<file path="src/mswl_pkg.sv">
package mswl_pkg;

  // Field widths fixed by the interface
  localparam int SAMPLE_W    = 16;
  localparam int START_W     = 10;
  localparam int BEST_SUM_W  = 20;
  localparam int CFG_W       = 5;

  // Queue entry carries the window length at the widest legal WINDOW_MAX (64)
  localparam int LEN_ENT_W   = 7;
  localparam int QUEUE_DEPTH = 2;

  // Parameter defaults
  localparam int WINDOW_MAX_DEFAULT = 16;
  localparam int MAX_LEN_DEFAULT    = 1024;

  localparam logic [CFG_W-1:0] WINDOW_LEN_RESET = 5'd10;

  typedef struct packed {
    logic signed [SAMPLE_W-1:0] sample;
    logic                       last;
  } in_word_t;

  typedef struct packed {
    logic [START_W-1:0]           best_start;
    logic signed [BEST_SUM_W-1:0] best_sum;
    logic                         found;
  } out_word_t;

  // Classified word handed from front to back
  typedef struct packed {
    logic signed [SAMPLE_W-1:0] sample;
    logic                       last;
    logic                       cand;   // full window in range ends here
    logic [START_W-1:0]         start;  // window start, low bits
    logic [LEN_ENT_W-1:0]       len;    // effective window length
  } entry_t;

  typedef struct packed {
    logic   valid;
    entry_t ent;
  } stage_t;

endpackage

</file>
<file path="src/mswl_front.sv">
module mswl_front #(
  parameter int WINDOW_MAX = mswl_pkg::WINDOW_MAX_DEFAULT,
  parameter int MAX_LEN    = mswl_pkg::MAX_LEN_DEFAULT
) (
  input  logic                         clk_i,
  input  logic                         rst_ni,
  input  logic                         in_valid_i,
  output logic                         in_ready_o,
  input  mswl_pkg::in_word_t           in_word_i,
  input  logic                         cfg_we_i,
  input  logic [mswl_pkg::CFG_W-1:0]   cfg_wdata_i,
  output logic                         q_push_o,
  output mswl_pkg::entry_t             q_entry_o,
  input  logic                         q_ready_i
);
  import mswl_pkg::*;

  localparam int LenW = $clog2(WINDOW_MAX + 1);
  localparam int CntW = $clog2(MAX_LEN + 2);
  localparam int CmpW = CFG_W + LenW;
  localparam int WW   = CntW + LenW;

  logic [CFG_W-1:0]       window_len_q;
  logic [CntW-1:0]        count_q, count_d, count_inc;
  logic [LenW-1:0]        len_eff;
  logic                   accept;
  logic [WW-1:0]          start_full;
  logic [WW+START_W-1:0]  start_ext;

  assign accept     = in_valid_i & q_ready_i;
  assign in_ready_o = q_ready_i;
  assign q_push_o   = accept;

  // zero acts as 1, anything above WINDOW_MAX clamps
  always_comb begin
    if (window_len_q == '0) begin
      len_eff = LenW'(1);
    end else if (CmpW'(window_len_q) > CmpW'(WINDOW_MAX)) begin
      len_eff = LenW'(WINDOW_MAX);
    end else begin
      len_eff = LenW'(window_len_q);
    end
  end

  // saturates at MAX_LEN + 1
  assign count_inc  = (count_q <= CntW'(MAX_LEN)) ? count_q + CntW'(1) : count_q;
  assign start_full = WW'(count_inc) - WW'(len_eff);
  assign start_ext  = (WW + START_W)'(start_full);

  always_comb begin
    q_entry_o.sample = in_word_i.sample;
    q_entry_o.last   = in_word_i.last;
    q_entry_o.cand   = (WW'(count_inc) >= WW'(len_eff)) && (count_inc <= CntW'(MAX_LEN));
    q_entry_o.start  = start_ext[START_W-1:0];
    q_entry_o.len    = LEN_ENT_W'(len_eff);
  end

  always_comb begin
    count_d = count_q;
    if (accept) begin
      count_d = in_word_i.last ? '0 : count_inc;
    end
  end

  always_ff @(posedge clk_i or negedge rst_ni) begin
    if (!rst_ni) begin
      window_len_q <= WINDOW_LEN_RESET;
      count_q      <= '0;
    end else begin
      if (cfg_we_i) begin
        window_len_q <= cfg_wdata_i;
      end
      count_q <= count_d;
    end
  end

endmodule

</file>
<file path="src/mswl_queue.sv">
module mswl_queue (
  input  logic             clk_i,
  input  logic             rst_ni,
  input  logic             push_i,
  input  mswl_pkg::entry_t entry_i,
  output logic             ready_o,
  output logic             valid_o,
  output mswl_pkg::entry_t entry_o,
  input  logic             pop_i
);
  import mswl_pkg::*;

  localparam int PtrW = (QUEUE_DEPTH > 1) ? $clog2(QUEUE_DEPTH) : 1;
  localparam int CntW = $clog2(QUEUE_DEPTH + 1);

  entry_t            mem_q [QUEUE_DEPTH];
  logic [PtrW-1:0]   wr_ptr_q, rd_ptr_q;
  logic [CntW-1:0]   cnt_q;
  logic              do_push, do_pop;

  assign ready_o = cnt_q != CntW'(QUEUE_DEPTH);
  assign valid_o = cnt_q != '0;
  assign entry_o = mem_q[rd_ptr_q];
  assign do_push = push_i & ready_o;
  assign do_pop  = pop_i & valid_o;

  function automatic logic [PtrW-1:0] ptr_next(input logic [PtrW-1:0] p);
    return (p == PtrW'(QUEUE_DEPTH - 1)) ? '0 : p + PtrW'(1);
  endfunction

  always_ff @(posedge clk_i or negedge rst_ni) begin
    if (!rst_ni) begin
      wr_ptr_q <= '0;
      rd_ptr_q <= '0;
      cnt_q    <= '0;
    end else begin
      if (do_push) begin
        wr_ptr_q <= ptr_next(wr_ptr_q);
      end
      if (do_pop) begin
        rd_ptr_q <= ptr_next(rd_ptr_q);
      end
      if (do_push && !do_pop) begin
        cnt_q <= cnt_q + CntW'(1);
      end else if (do_pop && !do_push) begin
        cnt_q <= cnt_q - CntW'(1);
      end
    end
  end

  always_ff @(posedge clk_i) begin
    if (do_push) begin
      mem_q[wr_ptr_q] <= entry_i;
    end
  end

endmodule

</file>
<file path="src/mswl_back.sv">
module mswl_back #(
  parameter int WINDOW_MAX = mswl_pkg::WINDOW_MAX_DEFAULT
) (
  input  logic                clk_i,
  input  logic                rst_ni,
  input  logic                q_valid_i,
  input  mswl_pkg::entry_t    q_entry_i,
  output logic                q_pop_o,
  output logic                out_valid_o,
  input  logic                out_ready_i,
  output mswl_pkg::out_word_t out_word_o
);
  import mswl_pkg::*;

  localparam int Depth = $clog2(WINDOW_MAX);
  localparam int P     = 1 << Depth;
  localparam int Nodes = 2 * P - 1;
  localparam int SumW  = SAMPLE_W + Depth;

  logic signed [SAMPLE_W-1:0]   taps_q [WINDOW_MAX];
  logic signed [SumW-1:0]       leaf_d [P];
  logic signed [SumW-1:0]       node_q [Nodes];
  stage_t                       meta_q [Depth+1];
  stage_t                       tail;
  logic signed [SumW-1:0]       tail_sum;

  logic                         adv, take;
  logic                         min_valid_q, min_valid_d;
  logic signed [SumW-1:0]       min_sum_q, min_sum_d;
  logic [START_W-1:0]           min_start_q, min_start_d;
  logic                         load_out;
  logic                         out_valid_q;
  out_word_t                    out_word_q;
  logic signed [SumW+BEST_SUM_W-1:0] sum_ext;

  assign tail     = meta_q[Depth];
  assign tail_sum = node_q[Nodes-1];

  // whole pipe holds only when a result is ready but the output slot is taken
  assign adv      = !(tail.valid && tail.ent.last && out_valid_q && !out_ready_i);
  assign take     = adv & q_valid_i;
  assign q_pop_o  = take;
  assign load_out = adv & tail.valid & tail.ent.last;

  // leaves: newest sample at index 0, masked to the word's window length
  always_comb begin
    for (int k = 0; k < P; k++) begin
      leaf_d[k] = '0;
      if (k < WINDOW_MAX && LEN_ENT_W'(k) < q_entry_i.len) begin
        if (k == 0) begin
          leaf_d[k] = SumW'(q_entry_i.sample);
        end else begin
          leaf_d[k] = SumW'(taps_q[k-1]);
        end
      end
    end
  end

  always_ff @(posedge clk_i) begin
    if (take) begin
      taps_q[0] <= q_entry_i.sample;
      for (int k = 1; k < WINDOW_MAX; k++) begin
        taps_q[k] <= taps_q[k-1];
      end
    end
    if (adv) begin
      for (int k = 0; k < P; k++) begin
        node_q[k] <= leaf_d[k];
      end
      // level l starts at 2P - (2P >> l)
      for (int l = 1; l <= Depth; l++) begin
        for (int j = 0; j < (P >> l); j++) begin
          node_q[2*P - ((2*P) >> l) + j] <=
            node_q[2*P - ((2*P) >> (l-1)) + 2*j] +
            node_q[2*P - ((2*P) >> (l-1)) + 2*j + 1];
        end
      end
    end
  end

  // running minimum, updated before a last word reports it
  always_comb begin
    min_valid_d = min_valid_q;
    min_sum_d   = min_sum_q;
    min_start_d = min_start_q;
    if (tail.valid && tail.ent.cand && (!min_valid_q || tail_sum < min_sum_q)) begin
      min_valid_d = 1'b1;
      min_sum_d   = tail_sum;
      min_start_d = tail.ent.start;
    end
  end

  assign sum_ext = (SumW + BEST_SUM_W)'(min_sum_d);

  always_ff @(posedge clk_i or negedge rst_ni) begin
    if (!rst_ni) begin
      for (int s = 0; s <= Depth; s++) begin
        meta_q[s] <= '0;
      end
      min_valid_q <= 1'b0;
      min_sum_q   <= '0;
      min_start_q <= '0;
      out_valid_q <= 1'b0;
    end else begin
      if (adv) begin
        meta_q[0].valid <= q_valid_i;
        meta_q[0].ent   <= q_entry_i;
        for (int s = 1; s <= Depth; s++) begin
          meta_q[s] <= meta_q[s-1];
        end
        if (load_out) begin
          min_valid_q <= 1'b0;
          min_sum_q   <= '0;
          min_start_q <= '0;
        end else begin
          min_valid_q <= min_valid_d;
          min_sum_q   <= min_sum_d;
          min_start_q <= min_start_d;
        end
      end
      if (load_out) begin
        out_valid_q <= 1'b1;
      end else if (out_ready_i) begin
        out_valid_q <= 1'b0;
      end
    end
  end

  always_ff @(posedge clk_i) begin
    if (load_out) begin
      out_word_q.found      <= min_valid_d;
      out_word_q.best_start <= min_valid_d ? min_start_d : '0;
      out_word_q.best_sum   <= min_valid_d ? sum_ext[BEST_SUM_W-1:0] : '0;
    end
  end

  assign out_valid_o = out_valid_q;
  assign out_word_o  = out_word_q;

endmodule

</file>
<file path="src/min_sum_window_locator_core.sv">
// Minimum-sum window locator.
// Input channel (in_valid_i/in_ready_o/in_word_i): one signed sample per word;
// the word with last set closes a sequence. Output channel (out_valid_o/
// out_ready_i/out_word_o): one word per sequence, carrying the 0-based start
// of the window of window_len samples with the smallest sum (earliest wins a
// tie), that sum, and found = 0 when the sequence was shorter than the window.
// Windows ending past MAX_LEN samples do not take part.
// Config: cfg_we_i writes window_len (0 acts as 1, clamps to WINDOW_MAX).
// Throughput: one word per cycle while the back pipe is not held. From accepting
// the last word, the result passes the queue slot, the leaf register, one
// register per adder-tree level and the output register to out_valid_o.
// Reset: window_len returns to 10, counters, queue and pipe empty.
// A stalled receiver holds the whole back pipe only while a finished result
// is blocked; the two-word queue then fills and in_ready_o drops.
module min_sum_window_locator_core #(
  parameter int WINDOW_MAX = mswl_pkg::WINDOW_MAX_DEFAULT,
  parameter int MAX_LEN    = mswl_pkg::MAX_LEN_DEFAULT
) (
  input  logic                       clk_i,
  input  logic                       rst_ni,
  input  logic                       in_valid_i,
  output logic                       in_ready_o,
  input  mswl_pkg::in_word_t         in_word_i,
  output logic                       out_valid_o,
  input  logic                       out_ready_i,
  output mswl_pkg::out_word_t        out_word_o,
  input  logic                       cfg_we_i,
  input  logic [mswl_pkg::CFG_W-1:0] cfg_wdata_i
);
  import mswl_pkg::*;

  // front -> queue
  logic   push, q_ready;
  entry_t push_entry;
  // queue -> back
  logic   q_valid, pop;
  entry_t head_entry;

  // front: window length register, sample counter, window classification
  mswl_front #(
    .WINDOW_MAX (WINDOW_MAX),
    .MAX_LEN    (MAX_LEN)
  ) u_front (
    .clk_i       (clk_i),
    .rst_ni      (rst_ni),
    .in_valid_i  (in_valid_i),
    .in_ready_o  (in_ready_o),
    .in_word_i   (in_word_i),
    .cfg_we_i    (cfg_we_i),
    .cfg_wdata_i (cfg_wdata_i),
    .q_push_o    (push),
    .q_entry_o   (push_entry),
    .q_ready_i   (q_ready)
  );

  // decoupling queue
  mswl_queue u_queue (
    .clk_i   (clk_i),
    .rst_ni  (rst_ni),
    .push_i  (push),
    .entry_i (push_entry),
    .ready_o (q_ready),
    .valid_o (q_valid),
    .entry_o (head_entry),
    .pop_i   (pop)
  );

  // back: sample taps, pipelined adder tree, running minimum, output register
  mswl_back #(
    .WINDOW_MAX (WINDOW_MAX)
  ) u_back (
    .clk_i       (clk_i),
    .rst_ni      (rst_ni),
    .q_valid_i   (q_valid),
    .q_entry_i   (head_entry),
    .q_pop_o     (pop),
    .out_valid_o (out_valid_o),
    .out_ready_i (out_ready_i),
    .out_word_o  (out_word_o)
  );

endmodule

</file>
<file path="config.mk">
export PLATFORM = sky130hd
export DESIGN_NAME = min_sum_window_locator_core
export DESIGN_NICKNAME = d
export VERILOG_FILES = /design/src/mswl_pkg.sv /design/src/mswl_front.sv /design/src/mswl_queue.sv /design/src/mswl_back.sv /design/src/min_sum_window_locator_core.sv
export SDC_FILE = /design/constraint.sdc
export NUM_CORES = 2
export LEC_CHECK = 0
export ABC_AREA = 1
export CORE_MARGIN = 2
export CORE_UTILIZATION = 50
export DETAILED_ROUTE_END_ITERATION = 16
export DONT_BUFFER_PORTS = 1
export SLEW_MARGIN = 25
export SYNTH_ARGS = -nofsm -noshare
export SYNTH_HDL_FRONTEND = slang
export SYNTH_SLANG_ARGS = --single-unit
</file>
<file path="constraint.sdc">
create_clock -name clk_i -period 22.2 [get_ports clk_i]
set_input_delay 1.11 -clock clk_i [delete_from_list [all_inputs] [get_ports clk_i]]
set_output_delay 1.11 -clock clk_i [all_outputs]
set_load 0.02 [all_outputs]
</file>
# Word level (Yosys, flattened, before mapping)

Memories as Yosys holds them, arrays and structs flattened.
Index checks and enable logic that the tools add are counted.

Div/mod/pow operators: 0
Multipliers: 0
Shift operators: 0
Multiplexer cells: 37
Eq/ne operators: 1
Bitwise logic cells: 6
Reductions and logical operators: 18
$add $sub $neg: 21
$lt $le $gt $ge: 21

Operators with widths:

| kind                    | number |
|---|---|
| $mux W20                | 18 |
| $add A20 B20 Y20        | 15 |
| $lt A4 B7 Y1 const A    | 8 |
| $lt A3 B7 Y1 const A    | 4 |
| $le A11 B11 Y1 const B  | 2 |
| $mux W11                | 2 |
| $lt A20 B20 Y1          | 1 |
| $mux W10                | 2 |
| $lt A1 B7 Y1 const A    | 2 |
| $lt A2 B7 Y1 const A    | 2 |
| $add A11 B1 Y11 const B | 1 |
| $ge A11 B5 Y1           | 1 |
| $mux W1                 | 11 |
| $mux W5                 | 2 |
| $sub A10 B5 Y10         | 1 |
| $logic_and A1 B1 Y1     | 8 |
| $and A1 B1 Y1           | 6 |
| $reduce_bool A2 Y1      | 3 |
| $gt A5 B5 Y1 const B    | 1 |
| $logic_not A1 Y1        | 5 |
| $logic_not A5 Y1        | 1 |
| $mux W2                 | 2 |
| $add A1 B1 Y1 const B   | 2 |
| $add A2 B1 Y2 const B   | 1 |
| 3 further kinds         | 3 |

Bits in writable memories: 942
Flip-flop bits (word level): 148
Word-level logic and storage cells: 139
Bits in latches: 0
Memories kept: 3
Input bits: 27
Memory bits (read-only): 0
Output and inout bits: 33

Memory list:

| memory        | depth | bits a word | rd ports | clocked after Yosys merged registers in | write ports | RTL line         | text |
|---|---|---|---|---|---|---|---|
| u_back.node_q | 31    | 20          | 31       | 0                                       | 31          | mswl_back.sv:22  | `logic signed [SumW-1:0] node_q [Nodes];` |
| u_back.taps_q | 16    | 16          | 15       | 0                                       | 16          | mswl_back.sv:20  | `logic signed [SAMPLE_W-1:0] taps_q [WINDOW_MAX];` |
| u_queue.mem_q | 2     | 33          | 1        | 0                                       | 1           | mswl_queue.sv:16 | `entry_t mem_q [QUEUE_DEPTH];` |

# Longest topological paths before layout

Depth after elaboration: 9
Mapped depth: 21
Depth with buffers taken out: 20

# By module

Synthesis repeated with hierarchy kept, for this count alone.

Cell total of the unflattened synthesis: 4461
Area, all modules: 48835.6 um2

Modules (own cells, without submodules):

| module     | area an instance (um2) | cells each | sequential area each (um2) | instances |
|---|---|---|---|---|
| mswl_back  | 44318.8                | 4009       | 27261.1                    | 1 |
| mswl_queue | 2830.2                 | 211        | 2202.1                     | 1 |
| mswl_front | 1686.6                 | 241        | 402.9                      | 1 |

# Worst setup path after synthesis

Ideal clock, no wire load.

Path type: input port to flip-flop
From: input out_ready_i
To: memory u_back.node_q[0][0] (netlist name) (enable)
Path buffers: 2
Library setup time: 1.134 ns
Stages: 6
Data required time: 21.066 ns
Path slack: 4.309 ns
Arrival: 16.757 ns
Cells stage by stage: nor2_1 -> inv_1 -> nor2_1 -> inv_1 -> clkbuf_1 -> buf_1

RTL lines:

| element            | RTL line                          | text |
|---|---|---|
| start: declaration | min_sum_window_locator_core.sv:25 | `input logic out_ready_i,` |
| end: declaration   | mswl_back.sv:22                   |  |

==> results.md <==
* Die Height at 314 microns
* Slew headroom at 32.2%
* Fin Clk Skew at 53.1 ps
* Seq cells post-synth at 1010
* H-tree levels at 3
* Worst Hold Class: in2async
* DP HPWL at 68500 microns
* Final WL at 97000 microns
* Core area at 95000 sq um
* Die width at 314 microns
* CP max stage delay at 790 ps
* First-pass GRT wire length at 155000 microns
* Share of layout cells above drive strength 1 at 5.32%
* Busiest layer in global routing: met2
* CTS hold repair buffers at 0
* ANT nets after route at 0
* Grt ovf at 0
* Register area share after synthesis at 62.1%
* Minimum clock period at 4660 ps
* Setup Viol. Count Final at 0
* Placed Cells at 5560
* Slew Limit Fails at 0
* CTS tree: built
* Synthesized area per cell at 11.0 sq um
* Die area at 98300 sq um
* Met1 Use GR at 29.0%
* Layout Nets at 4734
* Startpoint Class: register
* Area grow syn2layout at 10.6%
* Met3 usage at 2.91%
* GRT Resource Usage Total at 20.0%
* Initial drt markers at 2248
* CP max stage cell: buf_4
* F_max at 215 MHz
* Row cnt at 113
* Worst Path Buf+Inv at 6
* Unrepaired setup endpoints after global routing: no
* Vias in the first global route at 28585
* Remaining DRCs at 0
* Setup bufs post-CTS at 0
* GR met2 Demand/Resource at 31.7%
* Post-CTS sizing at 0
* Crit path max-delay family: buffers and inverters
* CTS Root Cell: clkbuf_16
* Crit-path most repeated cell: buf_4
* Ys flop type: edfxtp_1
* Crit path cell chain: inv_1 > nor2_1 > inv_1 > nor2_4 > a21oi_4 > buf_4 > buf_4 > buf_4 > buf_4
* Gp weighted congestion at 0.865
* CP required at 22500 ps
* Clock latency on the worst-skew pair at 710 ps
* Distinct cells, synth at 49
* Period Utilization, post-route at 21.0%
* Routed len/inst at 16.8 microns
* Clock-pin slew on the worst setup and hold paths at 60 ps
* Cells after Synth at 4337
* Crit Path Category: reg2reg
* Levels on crit path at 9
* First-pass DRT Iterations at 6
* Post-synth EDFFs at 893
* Cell Area, Synth at 47900 sq um
* Actual slew at the worst max-slew pin at 1020 ps
* Critical path capture point type: register
* Inserted Clock Buffers at 106
* Cell count of the worst reg-to-reg path at 9
* CTS max path bufs at 3
* Synth warn at 0
* Initial antenna violation count at 0
* Starting Density at 50.4%
* Status: finished clean
* Antenna Cells at 0
* Largest net degree at the start of global routing at 175
* Async S/R FF share, synth at 11.6%
* Max Cap Viol at 0
* Clock Sink Count at 1010
* Io pins at 60
* Final hold vios at 0
* Vias/cell at 5.08
* Setup_tns at 0 ps
* Mapped Nets at 4668
* CP max FO at 64
* DR vias at 29260
* Fin cells at 5758
* Port bufs at 0
* Crit path arrival time at 4960 ps
[flip-flops by register name, summed over array words and instances, names as in the netlist]
register	flops
u_front.window_len_q	5
u_back.out_valid_o	1
u_back.out_word_o	31
u_queue.wr_ptr_q	1
u_back.min_start_q	10
u_back.node_q	556
u_front.count_q	11
u_back.meta_q	65
u_queue.rd_ptr_q	1
u_queue.mem_q	66
u_queue.cnt_q	2
u_back.taps_q	240
u_back.min_sum_q	20
u_back.min_valid_q	1
[cells in the mapped netlist, types with 30 or more instances]
cell type  number  share of area [%]
nor2_1        415                3.3
a21o_1         35               0.55
clkbuf_1       42               0.33
nor3_1         30               0.31
nand3_1       180                1.9
o21ai_0       181                1.9
edfxtp_1      893                 56
a21oi_1       264                2.8
ha_1          288                7.5
xnor2_1        70                1.3
dfrtp_1       115                6.0
nand2_1       841                6.6
inv_1         562                4.4
xor2_1        180                3.3
[cell families (layout without fill, tap and decap cells)]
group / after synthesis / count (layout) / synth area share (%)
AOI/OAI and AO/OA: 587 / 587 / 6.86
xor gates and xnor gates: 250 / 250 / 4.57
adders and majority gates: 304 / 304 / 8.19
buffers and inverters: 637 / 793 / 5.06
DFF: 1010 / 1010 / 62.1
muxes: 1 / 1 / 0.0209
and+or+nand+nor: 1548 / 1548 / 13.2
[cell usage in the layout (no fill, tap or decap), types with 8 or more instances in the layout]
master     Yosys  final
inv_1        562    559
xnor2_1       70     70
nor3_1        30     30
a31oi_1       22     21
dfrtp_1      115    115
fa_1          16     16
ha_1         288    288
nand2_1      841    841
o21ai_0      181    181
nand3_1      180    180
clkinv_2       0     21
edfxtp_1     893    893
inv_2         12     14
or2_2         21     21
nor2_1       415    411
nor4_1        16     16
buf_4          3     15
a21o_1        35     35
clkinv_1       0     24
nand4_1       25     25
o21bai_1      16     16
clkbuf_1      42     13
clkbuf_16      0    107
bufinv_16      0      8
o31ai_1       10     10
o21a_1        11     11
a21oi_1      264    263
o22ai_1       13     13
xor2_1       180    180
[worst register-to-register path, cell delays in order, from the launching register on]
cell and delay, ps:
dfrtp_1 450, inv_1 80, nor2_1 60, inv_1 110, nor2_4 60, a21oi_4 380, buf_4 700, buf_4 840
buf_4 710, buf_4 830
[through the flow]
step | instance area (sq um) | worst slack (ps) | hold WS (ps) | util [%]
CTS | 53000 | 17460 | 54.8 | 55.8
floorplan | 47900 | 4310 | 426 | -
global route | 53000 | 17150 | 66.4 | 55.8
finish | 53000 | 17540 | 109 | 55.8
detailed placement | 49500 | 16890 | 432 | 52.1
global placement | 49400 | 16950 | 429 | 52.0
[final timing paths]
path | from | endpoint | slack [ps]
worst max-delay path | u_back.out_valid_o | u_back.taps_q[14][15] | 17540
worst min-delay path | rst_ni | u_front.window_len_q[2] | 110
worst max register to register | u_back.out_valid_o | u_back.taps_q[14][15] | 17540
worst min register to register | u_back.taps_q[7][2] | u_back.taps_q[8][2] | 430
max in group asynchronous | rst_ni | u_back.min_sum_q[8] | 21900
min in group clk_i | u_back.taps_q[7][2] | u_back.taps_q[8][2] | 430
[area by class of cell]
type	count	area (sq um)
Fill cell	8159	42000
Sequential cell	1010	29700
Multi-Input combinational cell	2690	15800
Clock buffer	125	2800
Inverter	576	2180
Tap cell	1265	1580
Clock inverter	73	709
Timing Repair Buffer	19	199
[per-layer routing]
layer  part of all wire (%)  routed length (microns)  up-vias
met5                      0                        0        -
li1                       -                        -    14902
met4                    2.2                     2160        0
met3                    3.5                     3410      131
met2                     46                    44500      444
met1                     48                    46900    13783
Power is not shown: default switching activity piles up to over one toggle a cycle in this logic, so the estimate is an artifact.
